===== src/rtl/dts_pkg.sv =====
// ----------------------------------------------------------------------------
// dts_pkg
// Types and codes shared by the deadline timer scheduler: command and result
// codes, the input and result beat layouts and the slot table entry.
// ----------------------------------------------------------------------------
`default_nettype none

package dts_pkg;

  typedef enum logic [1:0] {
    CMD_TICK   = 2'd0,
    CMD_ARM    = 2'd1,
    CMD_DETACH = 2'd2
  } dts_cmd_e;

  typedef enum logic [1:0] {
    KIND_ARM    = 2'd0,
    KIND_DETACH = 2'd1,
    KIND_FIRE   = 2'd2,
    KIND_SUM    = 2'd3
  } dts_kind_e;

  typedef enum logic [2:0] {
    ST_IDLE,
    ST_READ,
    ST_CALC,
    ST_FIX,
    ST_MIN,
    ST_SUM
  } dts_state_e;

  typedef struct packed {
    logic [1:0]  cmd;
    logic [30:0] ticks;
    logic        repeat_req;
    logic [15:0] tag;
    logic [2:0]  slot_sel;
  } dts_in_t;

  typedef struct packed {
    dts_kind_e   kind;
    logic        ok;
    logic [2:0]  slot;
    logic [15:0] fire_tag;
    logic [15:0] next_delta;
    logic        last;
  } dts_out_t;

  typedef struct packed {
    logic [31:0] deadline;
    logic [30:0] interval;
    logic [15:0] tag;
  } dts_entry_t;

  // minimum tracker start value, also the "no slot busy" marker
  localparam logic [31:0] NO_BEST = 32'hFFFF_FFFF;

endpackage

`default_nettype wire


===== src/rtl/deadline_timer_scheduler.sv =====
// ----------------------------------------------------------------------------
// deadline_timer_scheduler
// Timer slot table with 32-bit deadlines held in a synchronous RAM with separate read and write ports.
// Arm and detach are handled on acceptance; a tick sweeps the table slot by slot.
// Arm/detach: reply is in the output register in the cycle after acceptance.
// Tick: steps through one read, then evaluate, write back and minimum per slot
//   through the table, then the summary; a fire or summary beat waits while
//   out_stall_i holds the output register, and the next beat is taken once
//   the summary is loaded and the scheduler is back in idle.
// Reset clears time and busy flags; table contents stay undefined until armed.
// ----------------------------------------------------------------------------
`default_nettype none

module deadline_timer_scheduler import dts_pkg::*; #(
  parameter int NUM_SLOTS  = 8,
  parameter int MAX_WINDOW = 65534
) (
  input  wire logic     clk_i,
  input  wire logic     rst_ni,
  input  wire logic     in_valid_i,
  output logic          in_stall_o,
  input  wire dts_in_t  in_data_i,
  output logic          out_valid_o,
  input  wire logic     out_stall_i,
  output dts_out_t      out_data_o
);

  localparam int SLOT_W = (NUM_SLOTS > 1) ? $clog2(NUM_SLOTS) : 1;
  localparam logic [SLOT_W-1:0] LAST_IDX = SLOT_W'(NUM_SLOTS - 1);
  localparam logic [31:0] WINDOW = 32'(MAX_WINDOW);

  dts_state_e state_q, state_d;
  logic [31:0] now_q, now_d;
  logic [NUM_SLOTS-1:0] busy_q, busy_d;
  logic [SLOT_W-1:0] idx_q, idx_d;
  logic [31:0] best_q, best_d;

  logic fire_q, fire_d;
  logic rep_q, rep_d;
  logic live_q, live_d;
  logic [31:0] nd1_q, nd1_d;
  logic [31:0] alt_q, alt_d;
  logic [31:0] fin_q, fin_d;
  logic [15:0] tag_q, tag_d;

  // slot table
  dts_entry_t mem [NUM_SLOTS];
  dts_entry_t rd_q;
  logic rd_en;
  logic [SLOT_W-1:0] rd_addr;
  logic wr_en;
  logic [SLOT_W-1:0] wr_addr;
  dts_entry_t wr_data;

  // output register
  logic out_valid_q;
  dts_out_t out_q, out_d;
  logic out_load;
  logic out_free;
  logic in_acc;

  logic free_found;
  logic [SLOT_W-1:0] free_idx;
  logic sel_ok;
  logic [SLOT_W-1:0] sel_idx;
  logic sel_busy;

  logic [31:0] diff0;
  logic [31:0] diff1;
  logic [31:0] dist_raw;
  logic [31:0] dist_c;
  logic [31:0] sum_delta;

  assign out_free   = !out_valid_q || !out_stall_i;
  assign in_stall_o = !((state_q == ST_IDLE) && out_free);
  assign in_acc     = in_valid_i && !in_stall_o;

  assign out_valid_o = out_valid_q;
  assign out_data_o  = out_q;

  // lowest free slot
  always_comb begin
    free_found = 1'b0;
    free_idx   = '0;
    for (int i = NUM_SLOTS - 1; i >= 0; i--) begin
      if (!busy_q[i]) begin
        free_found = 1'b1;
        free_idx   = SLOT_W'(i);
      end
    end
  end

  assign sel_ok   = ({29'd0, in_data_i.slot_sel} < 32'(NUM_SLOTS));
  assign sel_idx  = SLOT_W'(in_data_i.slot_sel);
  assign sel_busy = sel_ok ? busy_q[sel_idx] : 1'b0;

  assign diff0    = now_q - rd_q.deadline;
  assign diff1    = now_q - nd1_q;
  assign dist_raw = fin_q - now_q;
  assign dist_c   = ((dist_raw == '0) || dist_raw[31]) ? 32'd1 : dist_raw;
  assign sum_delta = (best_q == NO_BEST) ? 32'd0 :
                     (best_q > WINDOW)   ? WINDOW : best_q;

  // next state
  always_comb begin
    state_d = state_q;
    unique case (state_q)
      ST_IDLE: begin
        if (in_acc && (in_data_i.cmd == CMD_TICK)) state_d = ST_READ;
      end
      ST_READ: state_d = ST_CALC;
      ST_CALC: state_d = ST_FIX;
      ST_FIX: begin
        if (!fire_q || out_free) state_d = ST_MIN;
      end
      ST_MIN: begin
        state_d = (idx_q == LAST_IDX) ? ST_SUM : ST_CALC;
      end
      ST_SUM: begin
        if (out_free) state_d = ST_IDLE;
      end
      default: state_d = ST_IDLE;
    endcase
  end

  // datapath and outputs
  always_comb begin
    now_d    = now_q;
    busy_d   = busy_q;
    idx_d    = idx_q;
    best_d   = best_q;
    fire_d   = fire_q;
    rep_d    = rep_q;
    live_d   = live_q;
    nd1_d    = nd1_q;
    alt_d    = alt_q;
    fin_d    = fin_q;
    tag_d    = tag_q;
    rd_en    = 1'b0;
    rd_addr  = idx_q;
    wr_en    = 1'b0;
    wr_addr  = idx_q;
    wr_data  = rd_q;
    out_load = 1'b0;
    out_d    = '0;

    unique case (state_q)
      ST_IDLE: begin
        if (in_acc) begin
          priority case (in_data_i.cmd)
            CMD_TICK: begin
              now_d  = now_q + 32'd1;
              idx_d  = '0;
              best_d = NO_BEST;
            end
            CMD_ARM: begin
              out_load   = 1'b1;
              out_d.kind = KIND_ARM;
              out_d.last = 1'b1;
              if ((in_data_i.ticks != '0) && free_found) begin
                busy_d[free_idx] = 1'b1;
                wr_en            = 1'b1;
                wr_addr          = free_idx;
                wr_data.deadline = now_q + {1'b0, in_data_i.ticks};
                wr_data.interval = in_data_i.repeat_req ? in_data_i.ticks : '0;
                wr_data.tag      = in_data_i.tag;
                out_d.ok         = 1'b1;
                out_d.slot       = 3'(free_idx);
              end
            end
            CMD_DETACH: begin
              out_load   = 1'b1;
              out_d.kind = KIND_DETACH;
              out_d.slot = in_data_i.slot_sel;
              out_d.last = 1'b1;
              if (sel_busy) begin
                busy_d[sel_idx] = 1'b0;
                out_d.ok        = 1'b1;
              end
            end
            default: ;
          endcase
        end
      end
      ST_READ: begin
        rd_en = 1'b1;
      end
      ST_CALC: begin
        fire_d = busy_q[idx_q] && !diff0[31];
        rep_d  = (rd_q.interval != '0);
        nd1_d  = rd_q.deadline + {1'b0, rd_q.interval};
        alt_d  = now_q + {1'b0, rd_q.interval};
        fin_d  = rd_q.deadline;
        tag_d  = rd_q.tag;
      end
      ST_FIX: begin
        if (!fire_q || out_free) begin
          live_d = busy_q[idx_q];
          if (fire_q) begin
            out_load       = 1'b1;
            out_d.kind     = KIND_FIRE;
            out_d.ok       = 1'b1;
            out_d.slot     = 3'(idx_q);
            out_d.fire_tag = tag_q;
            if (rep_q) begin
              // still overdue after one period: resync to now + interval
              fin_d            = diff1[31] ? nd1_q : alt_q;
              wr_en            = 1'b1;
              wr_data.deadline = diff1[31] ? nd1_q : alt_q;
            end else begin
              busy_d[idx_q] = 1'b0;
              live_d        = 1'b0;
            end
          end
        end
      end
      ST_MIN: begin
        if (live_q && (dist_c < best_q)) best_d = dist_c;
        if (idx_q != LAST_IDX) begin
          idx_d   = idx_q + 1'b1;
          rd_en   = 1'b1;
          rd_addr = idx_q + 1'b1;
        end
      end
      ST_SUM: begin
        if (out_free) begin
          out_load         = 1'b1;
          out_d.kind       = KIND_SUM;
          out_d.ok         = 1'b1;
          out_d.next_delta = sum_delta[15:0];
          out_d.last       = 1'b1;
        end
      end
      default: ;
    endcase
  end

  always_ff @(posedge clk_i or negedge rst_ni) begin
    if (!rst_ni) begin
      state_q     <= ST_IDLE;
      now_q       <= '0;
      busy_q      <= '0;
      idx_q       <= '0;
      best_q      <= NO_BEST;
      out_valid_q <= 1'b0;
    end else begin
      state_q     <= state_d;
      now_q       <= now_d;
      busy_q      <= busy_d;
      idx_q       <= idx_d;
      best_q      <= best_d;
      out_valid_q <= out_load || (out_valid_q && out_stall_i);
    end
  end

  always_ff @(posedge clk_i) begin
    fire_q <= fire_d;
    rep_q  <= rep_d;
    live_q <= live_d;
    nd1_q  <= nd1_d;
    alt_q  <= alt_d;
    fin_q  <= fin_d;
    tag_q  <= tag_d;
    if (out_load) out_q <= out_d;
  end

  always_ff @(posedge clk_i) begin
    if (wr_en) mem[wr_addr] <= wr_data;
  end

  always_ff @(posedge clk_i) begin
    if (rd_en) rd_q <= mem[rd_addr];
  end

endmodule

`default_nettype wire


===== config.mk =====
export PLATFORM = sky130hd
export DESIGN_NAME = deadline_timer_scheduler
export DESIGN_NICKNAME = d
export VERILOG_FILES = /design/src/rtl/dts_pkg.sv /design/src/rtl/deadline_timer_scheduler.sv
export SDC_FILE = /design/constraint.sdc
export NUM_CORES = 2
export LEC_CHECK = 0
export CAP_MARGIN = 20
export CORE_MARGIN = 5
export CORE_UTILIZATION = 55
export DETAILED_ROUTE_END_ITERATION = 10
export DONT_BUFFER_PORTS = 1
export PLACE_DENSITY_LB_ADDON = 0.05
export SETUP_SLACK_MARGIN = 0.05
export SLEW_MARGIN = 20
export SYNTH_ARGS = -nofsm -noshare
export SYNTH_HDL_FRONTEND = slang
export SYNTH_SLANG_ARGS = --single-unit

===== constraint.sdc =====
create_clock -name clk_i -period 10.6 [get_ports clk_i]
set_input_delay 1.06 -clock clk_i [delete_from_list [all_inputs] [get_ports clk_i]]
set_output_delay 1.06 -clock clk_i [all_outputs]
set_load 0.01 [all_outputs]

==> qor.txt <==
FF-to-FF setup slack: 3.64 ns
DR pass1 iterations: 9
initial DRC count: 2516
Hold Crit Class: in -> async
std cell rows: 106
Rel. slew slack: 24.3%
final wirelength: 118000 um
Die H: 299 um
CP max-delay cell: or4_1
dpl hpwl: 79800 um
dominant cells by area after synthesis: edfxtp_1 (56%), mux4_2 (7.8%), ha_1 (6.0%)
synth unique cells: 91
pre-CTS setup slack: 3.12 ns
initial antenna violation count: 0
Max FO, Critical Path: 21
multi-input logic area: 17000 sq um
status: finished, final reports clean
area delta synth->final: 9.58%
Pleak: 0.0185 uW
maximum vdd drop: 320 uV
# H-tree levels: 3
Root Buffer: clkbuf_16
Req. time, crit path: 11.19 ns
type of origin of the critical path: register
Worst path top cell family by delay: compound AO/OA/AOI/OAI gates
syn_area_per_cell: 13.9 sq um
Seq pwr share: 38.0%
largest net degree at the start of global routing: 91
routed vias/inst: 6.38
Slew Limit Fails: 0
RSZ-0062 raised after global routing: no
# fillers: 6390
number of diodes: 0
gpl congestion: 0.911
vias: 28600
Starting Density: 55.2%
synthesized flop and latch total: 944
clk_lat worst skew: 0.67 ns
Post-CTS Setup Bufs: 0
period utilisation layout: 65.7%
final net count: 3603
Port Buffers: 0
Max Cap Viol: 0
Post-synth ARST share: 8.37%
WP data arrival: 7.55 ns
P_int: 10200 uW
depth of the worst register-to-register path: 23
total net switching power: 5910 uW
clock network power share: 21.6%
most common cell in the netlist: edfxtp_1
global route overflow: 0
die area: 89600 sq um
post-CTS sizing: 0
Worst-path clk slew: 0.06 ns
Post-route DRC: 0
Post-Synthesis Cells: 3319
Sw Ratio: 36.8%
number of flops mapped to enable cells by yosys: 865
Clock Sink Count: 944
maximum clock insertion buffer count: 3
Sequential cell area: 28000 sq um
Logic pwr share: 40.4%
Worst setup EP type: register
register area share after synthesis: 60.8%
Routed WL per cell: 26.3 um
Die Width: 299 um
post-synth top area share: 56.4%
first-pass GRT wire length: 180000 um
post-synth net total: 3600
TritonCTS clock tree: yes
endpoints failing hold: 0
post-synthesis cell area: 46100 sq um
Worst Setup Path Type: reg -> reg
Final ANT Viol Nets: 0
CP Buf/Inv Count: 3
CTS buffer count: 97
max incr delay on CP: 0.75 ns
Worst path depth: 23
Slew @ Worst Pin: 1.12 ns
worst-path cell chain: inv_1 > ha_1 > a21oi_1 > o21ai_0 > a211oi_1 > and4b_1 > or2_2 > o221ai_1 > or4_1 > or4_1 > and4_2 > ha_1 > a21o_1 > a21o_1 > a21oi_1 > o21ai_0 > a211oi_1 > o22ai_1 > nor3_1 > inv_1 > o21ai_2 > buf_4 > o32a_1
prevailing post-synth register cell: edfxtp_1
Core ar.: 83400 sq um
final worst slack: 3.64 ns
Global Route Usage Sum: 26.3%
setup TNS: 0 ns
I/O pin count: 98
number of setup violations in the final report: 0
r2r startpoint: now_q[9]$_DFFE_PN0P_
Pwr per Cell Area: 318 nW/um^2
Final min period: 6.96 ns
layout cells sized above 1: 15.2%
number of global-route vias before repair: 28900
Synth top cells by count: edfxtp_1 (865), nand2_1 (289), ha_1 (220)
CTS hold repair buffers: 0
YS warnings: 0
largest area contributor in the netlist: edfxtp_1
fmax: 144 MHz
Reg-to-Reg End: best_q[23]$_DFFE_PN1P_
clk_skew: 0.0304 ns
[placed cells by master (no fill, tap or decap), types with 15 or more instances in the layout]
cell type | Yosys | final
dfrtp_1 | 47 | 47
o21a_1 | 37 | 37
and2_1 | 23 | 22
nor3_1 | 44 | 43
nand2b_1 | 25 | 25
xnor2_1 | 94 | 93
clkbuf_1 | 90 | 18
edfxtp_1 | 865 | 865
a211oi_1 | 24 | 24
dfstp_2 | 32 | 32
o221ai_1 | 23 | 23
a21oi_1 | 182 | 181
and3_1 | 16 | 15
a21o_1 | 67 | 67
mux2_2 | 82 | 82
nand2_1 | 289 | 286
nand3_1 | 83 | 83
xor2_1 | 40 | 39
clkbuf_16 | 0 | 98
mux4_2 | 160 | 160
a31oi_1 | 18 | 17
nor2_1 | 152 | 147
o32a_1 | 26 | 26
nor4_1 | 28 | 28
nor2b_1 | 22 | 21
buf_4 | 2 | 39
inv_1 | 165 | 165
ha_1 | 220 | 220
nand4_1 | 48 | 48
o21ai_0 | 154 | 153
[power by group through the flow]
stage	Clock, uW	Sequential [uW]	Combinational, uW
2_1_floorplan	0	5910	4810
3_3_place_gp	0	6160	6330
5_1_grt	3700	6170	7120
4_1_cts	3540	6110	6500
3_5_place_dp	0	6170	6470
6_report	3470	6110	6490
[metal layers]
layer / GRT usage (%) / share of wire, % / vias up
met5: 0 / 0 / -
met4: 7.26 / 2.7 / 0
met3: 4.23 / 6.2 / 199
met2: 42.2 / 47 / 970
met1: 37.9 / 44 / 14500
li1: - / - / 12900
[worst max path at each step]
stage                     startpoint                     end
2_1_floorplan          in_data_i[28]     mem[3][0]$_DFFE_PP_
3_3_place_gp           in_data_i[21]    mem[0][29]$_DFFE_PP_
3_5_place_dp           in_data_i[21]    mem[0][29]$_DFFE_PP_
4_1_cts        now_q[13]$_DFFE_PN0P_  best_q[23]$_DFFE_PN1P_
5_1_grt        now_q[14]$_DFFE_PN0P_  best_q[23]$_DFFE_PN1P_
6_report        now_q[9]$_DFFE_PN0P_  best_q[23]$_DFFE_PN1P_
[through the flow]
step / util [%] / cells / total power (uW) / hold WS (ns) / cell area (sq um)
detailed placement: 56.6 / 4302 / 12600 / 0.436 / 47200
CTS: 60.5 / 4477 / 16200 / 0.0452 / 50500
floorplan: - / 3319 / 10700 / 0.426 / 46100
global route: 60.5 / 4478 / 17000 / 0.0468 / 50500
finish: 60.5 / 4478 / 16100 / 0.0871 / 50500
global placement: 56.6 / 4302 / 12500 / 0.435 / 47200
[state kept, by name (all words and copies together), names as in the netlist, 3 cells and up]
register and cells:
mem 632, rd_q 79, out_data_o 39, alt_q 32, best_q 32, fin_q 32
nd1_q 32, now_q 32, tag_q 16, busy_q 8, idx_q 3, state_q 3
[worst register-to-register path, delay by kind of cell (launching register included)]
| kind | cells | cell delay [ns] |
|---|---|---|
| DFF | 1 | 0.54 |
| AOI/OAI and AO/OA | 12 | 2.81 |
| buffers and inverters | 3 | 0.54 |
| adders and majority gates | 2 | 0.69 |
| and+or+nand+nor | 6 | 2.30 |
[area by class of cell]
type                            count  area share [%]
Clock buffer                      116            4.99
Multi-Input combinational cell   2074            33.6
Inverter                          165            1.23
Clock inverter                     59            1.42
Tap cell                         1080            2.68
Sequential cell                   944            55.5
Timing Repair Buffer               40           0.620
[kinds of logic after synthesis]
logic type / count (synthesis) / share of synthesized area [%]
muxes: 253 / 10.1
AOI/OAI and AO/OA: 665 / 9.45
buffers and inverters: 301 / 2.71
adders and majority gates: 224 / 6.15
other: 1 / 0.00814
and+or+nand+nor: 797 / 8.30
DFF: 944 / 60.8
xor gates and xnor gates: 134 / 2.55
(Power assumes the default switching activity.)
